$ cat src/rtl/fmve_pkg.sv
// ----------------------------------------------------------------------------
// fmve_pkg: shared types and constants
// Register indexes, field widths and the datapath command word.
// ----------------------------------------------------------------------------
package fmve_pkg;

	localparam int ENERGY_BITS_DEF = 48;
	localparam int TAP_BITS_DEF    = 16;
	localparam int STAMP_W         = 32;
	localparam int VOLT_W          = 24;
	localparam int TAPF_W          = 16;
	localparam int CFG_IDX_W       = 3;
	localparam int CFG_DATA_W      = 32;
	localparam int SQRT_STEPS      = 32;
	localparam int DIV_STEPS       = 24;
	localparam int STEP_CNT_W      = 6;

	// Configuration register indexes.
	localparam logic [CFG_IDX_W-1:0] REG_IN_GAIN         = 3'd0;
	localparam logic [CFG_IDX_W-1:0] REG_OUT_DRAIN       = 3'd1;
	localparam logic [CFG_IDX_W-1:0] REG_ENERGY_SCALE    = 3'd2;
	localparam logic [CFG_IDX_W-1:0] REG_STAGE_COUNT     = 3'd3;
	localparam logic [CFG_IDX_W-1:0] REG_FIRST_TAP_GAIN  = 3'd4;
	localparam logic [CFG_IDX_W-1:0] REG_OUTPUT_TAP_GAIN = 3'd5;

	// Datapath operations, one per cycle.
	typedef enum logic [3:0] {
		OP_NONE,
		OP_EDGE,
		OP_TICK,
		OP_MUL_PP,
		OP_MUL_ALO,
		OP_MUL_AHI,
		OP_MUL_DRAIN,
		OP_ENERGY,
		OP_MUL_SLO,
		OP_MUL_SHI,
		OP_SQRT_INIT,
		OP_SQRT_STEP,
		OP_DIV_INIT,
		OP_DIV_STEP,
		OP_MUL_T1,
		OP_MUL_T2
	} fmve_op_t;

	typedef struct packed {
		fmve_op_t op;
		logic     out_load;
	} fmve_cmd_t;

endpackage

$ cat src/rtl/fmve_if.sv
// ----------------------------------------------------------------------------
// fmve_if: channel interfaces
// Input event channel and result channel with valid/ready handshakes.
// ----------------------------------------------------------------------------
interface fmve_in_if;
	logic        valid;
	logic        ready;
	logic        func;
	logic        drive_level;
	logic [31:0] cycle_now;

	modport source(output valid, func, drive_level, cycle_now, input ready);
	modport sink(input valid, func, drive_level, cycle_now, output ready);
endinterface

interface fmve_out_if;
	logic        valid;
	logic        ready;
	logic [23:0] output_volts;
	logic [23:0] first_stage_volts;
	logic [15:0] first_tap_value;
	logic [15:0] output_tap_value;

	modport source(output valid, output_volts, first_stage_volts, first_tap_value,
		output_tap_value, input ready);
	modport sink(input valid, output_volts, first_stage_volts, first_tap_value,
		output_tap_value, output ready);
endinterface

$ cat src/rtl/flyback_multiplier_voltage_emulator_top.sv
// ----------------------------------------------------------------------------
// flyback_multiplier_voltage_emulator_top: flyback multiplier emulator
// Integrates drive pulses into stored energy and reports voltages and taps.
// ----------------------------------------------------------------------------
// A drive-edge word (func 0) is accepted and yields no result. An
// update tick (func 1) runs from acceptance to a result word through the
// products on one shared 32x32 multiplier and the energy update, the
// two-bits-per-step square root, the restoring divide by the stage count,
// the tap products and the load of the output register.
// The input is held off while a tick is in progress; a finished result waits
// in the output register while the next word is accepted.
module flyback_multiplier_voltage_emulator_top #(
	parameter int ENERGY_BITS = fmve_pkg::ENERGY_BITS_DEF,
	parameter int TAP_BITS    = fmve_pkg::TAP_BITS_DEF
) (
	input  logic                            clk,
	input  logic                            arst_n,
	fmve_in_if.sink                         in_ch,
	fmve_out_if.source                      out_ch,
	input  logic                            cfg_we,
	input  logic [fmve_pkg::CFG_IDX_W-1:0]  cfg_index,
	input  logic [fmve_pkg::CFG_DATA_W-1:0] cfg_data
);
	import fmve_pkg::*;

	fmve_cmd_t cmd;

	// Sequencer.
	fmve_ctrl u_ctrl (
		.clk       (clk),
		.arst_n    (arst_n),
		.in_valid  (in_ch.valid),
		.in_func   (in_ch.func),
		.in_ready  (in_ch.ready),
		.out_valid (out_ch.valid),
		.out_ready (out_ch.ready),
		.cmd       (cmd)
	);

	// Datapath.
	fmve_dp #(
		.ENERGY_BITS (ENERGY_BITS),
		.TAP_BITS    (TAP_BITS)
	) u_dp (
		.clk               (clk),
		.arst_n            (arst_n),
		.cmd               (cmd),
		.drive_level       (in_ch.drive_level),
		.cycle_now         (in_ch.cycle_now),
		.cfg_we            (cfg_we),
		.cfg_index         (cfg_index),
		.cfg_data          (cfg_data),
		.output_volts      (out_ch.output_volts),
		.first_stage_volts (out_ch.first_stage_volts),
		.first_tap_value   (out_ch.first_tap_value),
		.output_tap_value  (out_ch.output_tap_value)
	);

	// The per-stage voltage never exceeds the output voltage.
	assert property (@(posedge clk) disable iff (!arst_n)
		out_ch.valid |-> out_ch.first_stage_volts <= out_ch.output_volts)
		else $error("first stage volts above output volts");

	// An edge word never produces a result in the following cycle.
	assert property (@(posedge clk) disable iff (!arst_n)
		(in_ch.valid && in_ch.ready && !in_ch.func && !out_ch.valid) |=> !out_ch.valid)
		else $error("result produced by a drive edge");

	// A new result only appears while the input was held off.
	assert property (@(posedge clk) disable iff (!arst_n)
		$rose(out_ch.valid) |-> !$past(in_ch.ready))
		else $error("result appeared without a tick in progress");

endmodule

$ cat src/rtl/fmve_dp.sv
// ----------------------------------------------------------------------------
// fmve_dp: emulator datapath
// Holds configuration and emulator state, one shared 32x32 multiplier,
// the bit-pair square root and the restoring stage divider.
// ----------------------------------------------------------------------------
module fmve_dp #(
	parameter int ENERGY_BITS = fmve_pkg::ENERGY_BITS_DEF,
	parameter int TAP_BITS    = fmve_pkg::TAP_BITS_DEF
) (
	input  logic                                clk,
	input  logic                                arst_n,
	input  fmve_pkg::fmve_cmd_t                 cmd,
	input  logic                                drive_level,
	input  logic [fmve_pkg::STAMP_W-1:0]        cycle_now,
	input  logic                                cfg_we,
	input  logic [fmve_pkg::CFG_IDX_W-1:0]      cfg_index,
	input  logic [fmve_pkg::CFG_DATA_W-1:0]     cfg_data,
	output logic [fmve_pkg::VOLT_W-1:0]         output_volts,
	output logic [fmve_pkg::VOLT_W-1:0]         first_stage_volts,
	output logic [fmve_pkg::TAPF_W-1:0]         first_tap_value,
	output logic [fmve_pkg::TAPF_W-1:0]         output_tap_value
);
	import fmve_pkg::*;

	localparam logic [65:0] EMAX = (66'd1 << ENERGY_BITS) - 66'd1;
	localparam logic [39:0] TMAX = (40'd1 << TAP_BITS) - 40'd1;

	// Configuration registers.
	logic [31:0] in_gain_q, out_drain_q, energy_scale_q;
	logic [6:0]  stage_count_q;
	logic [15:0] first_tap_gain_q, output_tap_gain_q;

	// Emulator state.
	logic [ENERGY_BITS-1:0] energy_q;
	logic                   switch_on_q;
	logic [31:0]            start_q, pending_q, last_q;

	// Working registers.
	logic [31:0] p_q, dt_q;
	logic [63:0] mul_q, pp_q, lo_q, rad_q, res_q, bit_q;
	logic [47:0] add_q;
	logic [23:0] volts_q, quo_q, tap1_q;
	logic [6:0]  rem_q, div_q;

	// Multiplier operand selection.
	logic [31:0] ma, mb;
	logic [63:0] e64;
	always_comb begin
		e64 = 64'(energy_q);
		ma  = '0;
		mb  = '0;
		unique case (cmd.op)
			OP_MUL_PP: begin
				ma = p_q;
				mb = p_q;
			end
			OP_MUL_ALO: begin
				ma = mul_q[31:0];
				mb = in_gain_q;
			end
			OP_MUL_AHI: begin
				ma = pp_q[63:32];
				mb = in_gain_q;
			end
			OP_MUL_DRAIN: begin
				ma = out_drain_q;
				mb = dt_q;
			end
			OP_MUL_SLO: begin
				ma = e64[31:0];
				mb = energy_scale_q;
			end
			OP_MUL_SHI: begin
				ma = e64[63:32];
				mb = energy_scale_q;
			end
			OP_MUL_T1: begin
				ma = 32'(quo_q);
				mb = 32'(first_tap_gain_q);
			end
			OP_MUL_T2: begin
				ma = 32'(volts_q);
				mb = 32'(output_tap_gain_q);
			end
			default: begin
				ma = '0;
				mb = '0;
			end
		endcase
	end

	// Combined wide products and helper values.
	logic [95:0] prod96;
	logic [65:0] ne_raw;
	logic [63:0] sq_t;
	logic [7:0]  div_trial;
	logic [39:0] tap_raw;
	logic [31:0] edge_d, edge_s;
	logic [23:0] tap_sat;
	always_comb begin
		prod96    = {mul_q, 32'd0} + {32'd0, lo_q};
		ne_raw    = {2'b00, e64} + {18'd0, add_q} - {18'd0, mul_q[63:16]};
		sq_t      = res_q + bit_q;
		div_trial = {rem_q, quo_q[23]} - {1'b0, div_q};
		tap_raw   = mul_q[39:0] >> 16;
		tap_sat   = (tap_raw > TMAX) ? TMAX[23:0] : tap_raw[23:0];
		edge_d    = cycle_now - start_q;
		edge_s    = pending_q + edge_d;
	end

	// Configuration writes.
	always_ff @(posedge clk or negedge arst_n) begin
		if (!arst_n) begin
			in_gain_q         <= '0;
			out_drain_q       <= '0;
			energy_scale_q    <= '0;
			stage_count_q     <= 7'd1;
			first_tap_gain_q  <= '0;
			output_tap_gain_q <= '0;
		end else if (cfg_we) begin
			unique case (cfg_index)
				REG_IN_GAIN:         in_gain_q         <= cfg_data;
				REG_OUT_DRAIN:       out_drain_q       <= cfg_data;
				REG_ENERGY_SCALE:    energy_scale_q    <= cfg_data;
				REG_STAGE_COUNT:     stage_count_q     <= cfg_data[6:0];
				REG_FIRST_TAP_GAIN:  first_tap_gain_q  <= cfg_data[15:0];
				REG_OUTPUT_TAP_GAIN: output_tap_gain_q <= cfg_data[15:0];
				default: ;
			endcase
		end
	end

	// Emulator state updates.
	always_ff @(posedge clk or negedge arst_n) begin
		if (!arst_n) begin
			energy_q    <= '0;
			switch_on_q <= 1'b0;
			start_q     <= '0;
			pending_q   <= '0;
			last_q      <= '0;
		end else begin
			if (cmd.op == OP_EDGE) begin
				if (!drive_level) begin
					if (!switch_on_q) begin
						switch_on_q <= 1'b1;
						start_q     <= cycle_now;
					end
				end else if (switch_on_q) begin
					switch_on_q <= 1'b0;
					if (start_q != '0) begin
						pending_q <= (edge_s < edge_d) ? 32'hFFFF_FFFF : edge_s;
					end
				end
			end
			if (cmd.op == OP_TICK) begin
				pending_q <= '0;
				last_q    <= cycle_now;
			end
			if (cmd.op == OP_ENERGY) begin
				if (ne_raw[65]) begin
					energy_q <= '0;
				end else if (ne_raw > EMAX) begin
					energy_q <= EMAX[ENERGY_BITS-1:0];
				end else begin
					energy_q <= ne_raw[ENERGY_BITS-1:0];
				end
			end
		end
	end

	// Working registers for one tick.
	always_ff @(posedge clk) begin
		unique case (cmd.op)
			OP_TICK: begin
				p_q  <= pending_q;
				dt_q <= cycle_now - last_q;
			end
			OP_MUL_PP:    mul_q <= ma * mb;
			OP_MUL_ALO: begin
				pp_q  <= mul_q;
				mul_q <= ma * mb;
			end
			OP_MUL_AHI: begin
				lo_q  <= mul_q;
				mul_q <= ma * mb;
			end
			OP_MUL_DRAIN: begin
				add_q <= prod96[95:48];
				mul_q <= ma * mb;
			end
			OP_MUL_SLO:   mul_q <= ma * mb;
			OP_MUL_SHI: begin
				lo_q  <= mul_q;
				mul_q <= ma * mb;
			end
			OP_SQRT_INIT: begin
				rad_q <= prod96[95:32];
				res_q <= '0;
				bit_q <= 64'd1 << 62;
			end
			OP_SQRT_STEP: begin
				if (rad_q >= sq_t) begin
					rad_q <= rad_q - sq_t;
					res_q <= (res_q >> 1) + bit_q;
				end else begin
					res_q <= res_q >> 1;
				end
				bit_q <= bit_q >> 2;
			end
			OP_DIV_INIT: begin
				volts_q <= (res_q > 64'hFF_FFFF) ? 24'hFF_FFFF : res_q[23:0];
				quo_q   <= (res_q > 64'hFF_FFFF) ? 24'hFF_FFFF : res_q[23:0];
				rem_q   <= '0;
				div_q   <= (stage_count_q == '0) ? 7'd1 : stage_count_q;
			end
			OP_DIV_STEP: begin
				if (!div_trial[7]) begin
					rem_q <= div_trial[6:0];
					quo_q <= {quo_q[22:0], 1'b1};
				end else begin
					rem_q <= {rem_q[5:0], quo_q[23]};
					quo_q <= {quo_q[22:0], 1'b0};
				end
			end
			OP_MUL_T1:    mul_q <= ma * mb;
			OP_MUL_T2: begin
				tap1_q <= tap_sat;
				mul_q  <= ma * mb;
			end
			default: ;
		endcase
	end

	// Result register, loaded when the word is handed to the output.
	always_ff @(posedge clk) begin
		if (cmd.out_load) begin
			output_volts      <= volts_q;
			first_stage_volts <= quo_q;
			first_tap_value   <= tap1_q[15:0];
			output_tap_value  <= tap_sat[15:0];
		end
	end

endmodule

$ cat src/rtl/fmve_ctrl.sv
// ----------------------------------------------------------------------------
// fmve_ctrl: emulator sequencer
// Accepts events, steps the datapath through a tick and owns output valid.
// ----------------------------------------------------------------------------
module fmve_ctrl (
	input  logic                clk,
	input  logic                arst_n,
	input  logic                in_valid,
	input  logic                in_func,
	output logic                in_ready,
	output logic                out_valid,
	input  logic                out_ready,
	output fmve_pkg::fmve_cmd_t cmd
);
	import fmve_pkg::*;

	typedef enum logic [3:0] {
		ST_IDLE, ST_PP, ST_ALO, ST_AHI, ST_DRAIN, ST_ENERGY, ST_SLO, ST_SHI,
		ST_SQI, ST_SQS, ST_DVI, ST_DVS, ST_T1, ST_T2, ST_DONE
	} state_t;

	state_t                state_q;
	logic [STEP_CNT_W-1:0] cnt_q;
	logic                  out_valid_q;
	logic                  accept, load;

	assign in_ready  = (state_q == ST_IDLE);
	assign accept    = in_valid && in_ready;
	assign out_valid = out_valid_q;
	assign load      = (state_q == ST_DONE) && (!out_valid_q || out_ready);

	// Command decode from state.
	always_comb begin
		cmd.out_load = load;
		unique case (state_q)
			ST_IDLE:   cmd.op = !accept ? OP_NONE : (in_func ? OP_TICK : OP_EDGE);
			ST_PP:     cmd.op = OP_MUL_PP;
			ST_ALO:    cmd.op = OP_MUL_ALO;
			ST_AHI:    cmd.op = OP_MUL_AHI;
			ST_DRAIN:  cmd.op = OP_MUL_DRAIN;
			ST_ENERGY: cmd.op = OP_ENERGY;
			ST_SLO:    cmd.op = OP_MUL_SLO;
			ST_SHI:    cmd.op = OP_MUL_SHI;
			ST_SQI:    cmd.op = OP_SQRT_INIT;
			ST_SQS:    cmd.op = OP_SQRT_STEP;
			ST_DVI:    cmd.op = OP_DIV_INIT;
			ST_DVS:    cmd.op = OP_DIV_STEP;
			ST_T1:     cmd.op = OP_MUL_T1;
			ST_T2:     cmd.op = OP_MUL_T2;
			default:   cmd.op = OP_NONE;
		endcase
	end

	// Sequencer state, step counter and output valid.
	always_ff @(posedge clk or negedge arst_n) begin
		if (!arst_n) begin
			state_q     <= ST_IDLE;
			cnt_q       <= '0;
			out_valid_q <= 1'b0;
		end else begin
			if (out_valid_q && out_ready && !load) begin
				out_valid_q <= 1'b0;
			end
			unique case (state_q)
				ST_IDLE:   if (accept && in_func) state_q <= ST_PP;
				ST_PP:     state_q <= ST_ALO;
				ST_ALO:    state_q <= ST_AHI;
				ST_AHI:    state_q <= ST_DRAIN;
				ST_DRAIN:  state_q <= ST_ENERGY;
				ST_ENERGY: state_q <= ST_SLO;
				ST_SLO:    state_q <= ST_SHI;
				ST_SHI:    state_q <= ST_SQI;
				ST_SQI: begin
					cnt_q   <= '0;
					state_q <= ST_SQS;
				end
				ST_SQS: begin
					cnt_q <= cnt_q + 1'b1;
					if (cnt_q == STEP_CNT_W'(SQRT_STEPS - 1)) state_q <= ST_DVI;
				end
				ST_DVI: begin
					cnt_q   <= '0;
					state_q <= ST_DVS;
				end
				ST_DVS: begin
					cnt_q <= cnt_q + 1'b1;
					if (cnt_q == STEP_CNT_W'(DIV_STEPS - 1)) state_q <= ST_T1;
				end
				ST_T1:     state_q <= ST_T2;
				ST_T2:     state_q <= ST_DONE;
				ST_DONE: begin
					if (load) begin
						out_valid_q <= 1'b1;
						state_q     <= ST_IDLE;
					end
				end
				default:   state_q <= ST_IDLE;
			endcase
		end
	end

endmodule
$ cat src/flat_wrapper.sv
// flat-port wrapper written by rule: the top's interface ports become plain ports
module flyback_multiplier_voltage_emulator_top_flat import fmve_pkg::*;
#(
	parameter int ENERGY_BITS = fmve_pkg::ENERGY_BITS_DEF,
	parameter int TAP_BITS    = fmve_pkg::TAP_BITS_DEF
)
  (clk, arst_n, cfg_we, cfg_index, cfg_data, in_ch_valid, in_ch_func, in_ch_drive_level, in_ch_cycle_now, in_ch_ready, out_ch_valid, out_ch_output_volts, out_ch_first_stage_volts, out_ch_first_tap_value, out_ch_output_tap_value, out_ch_ready);
  fmve_in_if in_ch_i ();
  fmve_out_if out_ch_i ();
  input  logic clk;
  input  logic arst_n;
  input  logic cfg_we;
  input  logic [fmve_pkg::CFG_IDX_W-1:0] cfg_index;
  input  logic [fmve_pkg::CFG_DATA_W-1:0] cfg_data;
  input wire logic [$bits(in_ch_i.valid)-1:0] in_ch_valid;
  input wire logic [$bits(in_ch_i.func)-1:0] in_ch_func;
  input wire logic [$bits(in_ch_i.drive_level)-1:0] in_ch_drive_level;
  input wire logic [$bits(in_ch_i.cycle_now)-1:0] in_ch_cycle_now;
  output wire logic [$bits(in_ch_i.ready)-1:0] in_ch_ready;
  output wire logic [$bits(out_ch_i.valid)-1:0] out_ch_valid;
  output wire logic [$bits(out_ch_i.output_volts)-1:0] out_ch_output_volts;
  output wire logic [$bits(out_ch_i.first_stage_volts)-1:0] out_ch_first_stage_volts;
  output wire logic [$bits(out_ch_i.first_tap_value)-1:0] out_ch_first_tap_value;
  output wire logic [$bits(out_ch_i.output_tap_value)-1:0] out_ch_output_tap_value;
  input wire logic [$bits(out_ch_i.ready)-1:0] out_ch_ready;
  assign in_ch_i.valid = in_ch_valid;
  assign in_ch_i.func = in_ch_func;
  assign in_ch_i.drive_level = in_ch_drive_level;
  assign in_ch_i.cycle_now = in_ch_cycle_now;
  assign in_ch_ready = in_ch_i.ready;
  assign out_ch_valid = out_ch_i.valid;
  assign out_ch_output_volts = out_ch_i.output_volts;
  assign out_ch_first_stage_volts = out_ch_i.first_stage_volts;
  assign out_ch_first_tap_value = out_ch_i.first_tap_value;
  assign out_ch_output_tap_value = out_ch_i.output_tap_value;
  assign out_ch_i.ready = out_ch_ready;
  flyback_multiplier_voltage_emulator_top #(.ENERGY_BITS(ENERGY_BITS), .TAP_BITS(TAP_BITS)) u_core (.clk(clk), .arst_n(arst_n), .in_ch(in_ch_i), .out_ch(out_ch_i), .cfg_we(cfg_we), .cfg_index(cfg_index), .cfg_data(cfg_data));
endmodule
$ cat config.mk
export PLATFORM = sky130hd
export DESIGN_NAME = flyback_multiplier_voltage_emulator_top_flat
export DESIGN_NICKNAME = d
export VERILOG_FILES = /design/src/rtl/fmve_pkg.sv /design/src/rtl/fmve_if.sv /design/src/rtl/flyback_multiplier_voltage_emulator_top.sv /design/src/rtl/fmve_dp.sv /design/src/rtl/fmve_ctrl.sv /design/src/flat_wrapper.sv
export SDC_FILE = /design/constraint.sdc
export NUM_CORES = 2
export LEC_CHECK = 0
export ABC_AREA = 1
export BUFFER_PORTS_ARGS = -buffer_cell sky130_fd_sc_hd__buf_2
export CAP_MARGIN = 20
export CORE_MARGIN = 10
export CORE_UTILIZATION = 31
export DETAILED_ROUTE_END_ITERATION = 16
export PLACE_DENSITY_LB_ADDON = 0.08
export SLEW_MARGIN = 10
export SYNTH_ARGS = -nofsm -noshare
export SYNTH_HDL_FRONTEND = slang
export SYNTH_SLANG_ARGS = --single-unit
$ cat constraint.sdc
create_clock -name clk -period 7.3 [get_ports clk]
set_input_delay 0.365 -clock clk [delete_from_list [all_inputs] [get_ports clk]]
set_output_delay 0.365 -clock clk [all_outputs]
set_load 0.02 [all_outputs]
== Word-level counts from Yosys, hierarchy flattened ==
Index checks and enable logic that the tools add are counted.
Word-level totals
  output and inout port bits: 82
  bits in latches: 0
  word-level logic and storage cells: 161
  register bits after elaboration: 945
  memories: 0
  memory bits (read-only): 0
  bits in writable memories: 0
Operators by class
  $mul: 1
  mux-type cells: 34
  add/subtract/negate cells: 11
  shifts and indexed selects: 0
  bitwise logic cells: 2
  div/mod/pow operators: 0
  reductions and logical operators: 35
  order comparisons: 5
  eq/ne operators: 41
Operator list (number)
  one-hot mux 64 bit (2 select lines): 3
  one-hot mux 32 bit (8 select lines): 1
  2-to-1 mux 32 bit: 6
  one-hot mux 32 bit (6 select lines): 1
  2-to-1 mux 64 bit: 2
  adder 96 x 64 -> 96 bit: 1
  2-to-1 mux 48 bit: 2
  greater-than comparator 66 x 48 -> 1 bit (second input constant): 1
  adder 63 x 64 -> 64 bit: 1
  adder 64 bit: 1
  greater-or-equal comparator 64 bit: 1
  greater-than comparator 64 x 24 -> 1 bit (second input constant): 1
  multiplier 32 x 32 -> 64 bit: 1
  subtractor 32 bit: 2
  subtractor 64 bit: 1
  equality test 4 bit (second input constant): 15
  one-hot mux 4 bit (15 select lines): 1
  one-hot mux 4 bit (14 select lines): 1
  subtractor 49 x 48 -> 50 bit: 1
  adder 48 x 48 -> 49 bit: 1
  one-hot mux 24 bit (2 select lines): 1
  adder 32 bit: 1
  equality test 4 x 3 -> 1 bit (second input constant): 8
  < comparator 32 bit: 1
  other kinds (33): 74

== Depth between registers and ports, before layout ==
  depth in word-level cells: 9
  gate-level depth with buffers: 42

== By module ==
A second synthesis with hierarchy kept.
Unflattened totals
  cell total of the unflattened synthesis: 12368
  area, all modules: 95024.9 µm²
Modules (own cells, without submodules)
  fmve_dp: cells each 12268, area an instance 94280.4 µm², sequential area each 23764.0 µm², times used 1
  fmve_ctrl: cells each 100, area an instance 744.5 µm², sequential area each 275.3 µm², times used 1

== Least setup slack after synthesis ==
Ideal clock, no wire load.
  path kind: register to register
  from: register u_core.u_ctrl.state_q[0]
  to: register u_core.u_dp.mul_q[61], data pin
  stages on the path, launching flop included: 35
  arrival time: 7.517 ns
  clock period less this slack: 7.769 ns
  setup slack: -0.469 ns
  library setup time: 0.252 ns
  cell sequence: dfrtp_1 > buf_4 > nor2_2 > inv_1 > nor2_8 > buf_2 > a221oi_2 > nand2_1 > buf_2 > nand2_1 > fa_1 > inv_1 > fa_1 > inv_1 > fa_1 > fa_1 > inv_1 > fa_1 > fa_1 > fa_1 > inv_1 > fa_1 > inv_1 > ha_1 > nand2_1 > nor2_1 > inv_1 > nor2_1 > inv_1 > nor3_1 > nand2_1 > nand2_1 > nand3_1 > nand3_1 > nand2_1
Between the ends
  cells in the longest elaborated chain, start to end: 8
Ends and longest elaborated chain
  start, declared: line fmve_ctrl.sv:22  | state_t state_q;
  start signal, assigned: line fmve_ctrl.sv:57  | state_q <= ST_IDLE;
  start signal, assigned: line fmve_ctrl.sv:65  | ST_IDLE: if (accept && in_func) state_q <= ST_PP;
  start signal, assigned: line fmve_ctrl.sv:66  | ST_PP: state_q <= ST_ALO;
  zero test 4 bit: line fmve_ctrl.sv:27, fmve_ctrl.sv:35
  logical AND 1 bit: line fmve_ctrl.sv:28  | assign accept = in_valid && in_ready;
  2-to-1 mux 2 bit: line fmve_ctrl.sv:36  | ST_IDLE: cmd.op = !accept ? OP_NONE : (in_func ? OP_TICK : OP_EDGE);
  one-hot mux 4 bit (14 select lines) *: line fmve_ctrl.sv:35  | unique case (state_q)
  equality test 4 bit or equality test 4 x 3 -> 1 bit (tied branches): line fmve_dp.sv:52, fmve_dp.sv:173
  OR reduction 2 bit (no line)
  one-hot mux 32 bit (6 select lines): line fmve_dp.sv:52  | unique case (cmd.op)
  multiplier 32 x 32 -> 64 bit *
  end signal, assigned: line fmve_dp.sv:178  | OP_MUL_PP: mul_q <= ma * mb;
  end signal, assigned: line fmve_dp.sv:181  | mul_q <= ma * mb;
  end signal, assigned: line fmve_dp.sv:185  | mul_q <= ma * mb;
  end, declared: line fmve_dp.sv:40  | logic [63:0] mul_q, pp_q, lo_q, rad_q, res_q, bit_q;
Mark *: on every way between the ends. The rest lies on a longest branch, timed or not.
A chain may end at the register's enable or synchronous reset.

== Final worst setup path ==
  from: register u_core.u_ctrl.state_q[0]
  to: register u_core.u_dp.mul_q[54], data pin
The elaborated chain is that of the path after synthesis.

==> reports/qor.yml <==
grt_max_degree: 126
die_h_um: 578
fin_skew_ns: 0.0845
cts_tree: "done"
pin_count: 156
placedCellCount: 18000
async_flop_share_pct: 34.3
gp_congestion: 0.952
antenna_found_initial: 15
finalSetupTns_ns: -35.70
syn_inst: 13000
r2r-end: "u_core.u_dp.mul_q[54]"
final_hold_viol_count: 0
root_buffer: "clkbuf_16"
synth_flop_cell: "edfxtp_1"
yosys_warnings: 0
maxSlewViolCount: 0
dp_hpwl_mm: 381
fin_crit_ns: 8.13
worstMarginPinSlew_ns: 1.06
hold_depth: 3
syn_area_um2: 96700
grt_setup_unrepaired: "yes"
worst_ep_required_time_ns: 7.86
r2r_start: "u_core.u_ctrl.state_q[0]"
synth-seq-cells: 849
area_growth_pct: 25.1
cp_max_fo: 6
slowest_stage: "fa_2"
synth_edf_count: 558
crit_path_end: "u_core.u_dp.mul_q[54]"
post_drt_wl_per_cell_um: 24.8
initial_core_util_pct: 31.1
cp_common_cell: "buf_4"
drive_above_1_share_pct: 16.2
rows: 205
setup_violations: 54
cts.clk_slew.worst_paths_ns: 0.06
reg2reg_slack_ns: -0.83
cp-startpoint: "u_core.u_ctrl.state_q[0]"
core_region_area_um2: 311000
violations: "negative setup slack"
cap_violations: 0
drt-pass1-iter-count: 6
synth_top_area_share_pct: 19.7
start_kind: "register"
crit_path_max_incr_delay_ns: 0.65
maxSlewHeadroom_pct: 29.4
fin_crit_sh_pct: 111
dieArea_um2: 335000
drc_errors: 0
grt.total_usage_pct: 26.7
synth_most_common_cell: "nand2_1"
yosysSeqAreaShare_pct: 24.9
worstSetupPathType: "reg -> reg"
wl_mm: 458
synth_nets: 14600
synthTopCellsByCount: "nand2_1 (3,690), inv_1 (2,788), nor2_1 (1,083)"
grt_overflow_total: 0
end_kind: "register"
h-tree-depth: 3
cts_made_buffers: 110
clock_latency_ns: 0.80
hold_path.class: "in -> reg"
worst_slack_ns: -0.834
clock_path_buffers: 3
fp.dieW_um: 578
drtIter0Drc: 7473
grt_pass1_vias: 92900
arrival_ns: 8.69
port_buffers: 155
synth_area_leaders: "fa_1 (20%), edfxtp_1 (17%), nand2_1 (14%), inv_1 (11%), ha_1 (7.8%)"
status: "finished, violations left"
yosys.area.top_type: "fa_1"
clock-sinks: 849
nets: 15800
synth_cell_types: 63
grt_first_pass_wirelength_mm: 655
reg2reg_depth: 37
max_freq_mhz: 123
avgSynthCellArea_um2: 7.43
fin_cells: 18400
routed_via_density: 4.94
num_vias: 91100
ant_nets: 0
layout by cell type (no fill, tap or decap), types with 123 or more instances in the layout:
master    Yosys  layout
xor2_1      164     150
buf_4        41     916
buf_2       165     154
dfrtp_1     290     286
nor2_1     1083     998
inv_1      2788    2687
nand4_1     160     160
a21oi_1     543     484
buf_12        0     142
edfxtp_1    558     558
nand2_1    3690    3571
nand3_1     525     499
o21ai_0     563     510
xnor2_1     124     123
fa_1        950     881
ha_1        605     555
flip-flops by register name, summed over array words and instances (netlist names), 32 cells and up:
| signal | cells |
|---|---|
| u_core.u_dp.bit_q | 32 |
| u_core.u_dp.pending_q | 32 |
| u_core.u_dp.energy_q | 48 |
| u_core.u_dp.last_q | 32 |
| u_core.u_dp.pp_q | 32 |
| u_core.u_dp.rad_q | 64 |
| u_core.u_dp.mul_q | 64 |
| u_core.u_dp.energy_scale_q | 32 |
| u_core.u_dp.dt_q | 32 |
| u_core.u_dp.out_drain_q | 32 |
| u_core.u_dp.in_gain_q | 32 |
| u_core.u_dp.res_q | 64 |
| u_core.u_dp.start_q | 32 |
| u_core.u_dp.lo_q | 32 |
| u_core.u_dp.add_q | 48 |
| u_core.u_dp.p_q | 32 |
routing by layer:
metal / routed length, µm / GRT usage, % / up-vias / part of all wire [%]
li1: - / - / 42600 / -
met1: 209000 / 37.4 / 45400 / 46
met2: 205000 / 43.0 / 2547 / 45
met3: 23500 / 3.02 / 541 / 5.1
met5: 0 / 0 / - / 0
met4: 19900 / 8.90 / 0 / 4.3
layout make-up:
type	instances	area [µm²]
fill	32700	190000
tap	4140	5180
timing repair inverter	1	8.76
multi-input combinational	9001	64100
sequential	849	24000
inverter	2831	10800
antenna	5	12.5
clock buffer	135	2970
timing repair buffer	1409	13000
clock inverter	71	926
cells by family (layout without fill, tap and decap cells):
family | count (synthesis) | count (layout) | synth area share (%)
xor gates and xnor gates | 288 | 288 | 2.61
and+or+nand+nor | 5758 | 5758 | 24.3
other | 0 | 5 | 0
buffers and inverters | 3161 | 4447 | 12.7
AOI/OAI and AO/OA | 1400 | 1400 | 8.02
adders and majority gates | 1555 | 1555 | 27.5
DFF | 849 | 849 | 24.9
through the flow:
stage	hold WS [ns]	setup slack, ns	util (%)	cell area (µm²)
floorplan	0.0694	-0.0125	-	96800
global placement	0.404	-1.49	35.5	110000
detailed placement	0.405	-1.47	35.5	110000
CTS	0.00511	-0.900	38.4	119000
global route	0.0359	-1.09	38.9	121000
finish	0.0565	-0.834	38.9	121000
worst max-delay path: cells and delay by family, from the launching register on:
kind	cells	cell delay, ns
adder cells (fa/ha/maj)	9	4.30
buffers and inverters	14	1.65
AND/OR/NAND/NOR	13	1.11
AO/OA/AOI/OAI	1	0.33
flip-flops	1	0.45
worst min-delay path by stage:
stage	start	endpoint	slack, ns
after floorplan	arst_n	u_core.u_ctrl.cnt_q[0]	0.07
after global placement	u_core.u_dp.tap1_q[6]	u_core.u_dp.first_tap_value[6]	0.40
after detailed placement	u_core.u_dp.tap1_q[11]	u_core.u_dp.first_tap_value[11]	0.40
after CTS	cfg_data[25]	u_core.u_dp.in_gain_q[25]	0.005
after global routing	cfg_data[28]	u_core.u_dp.out_drain_q[28]	0.04
final	cfg_data[25]	u_core.u_dp.in_gain_q[25]	0.06
timing repair:
item	4_1_cts	5_1_grt
buffers inserted	137	33
cloned	15	3
hold endpoints to repair	208	0
endpoints found under the setup margin	55	55
pin swaps	160	76
gates resized for setup	768	289
hold buffers	52	0
Power is left out: the tool's default activity adds up to more than one toggle a clock period on the data nets, which glitch-free logic cannot reach.
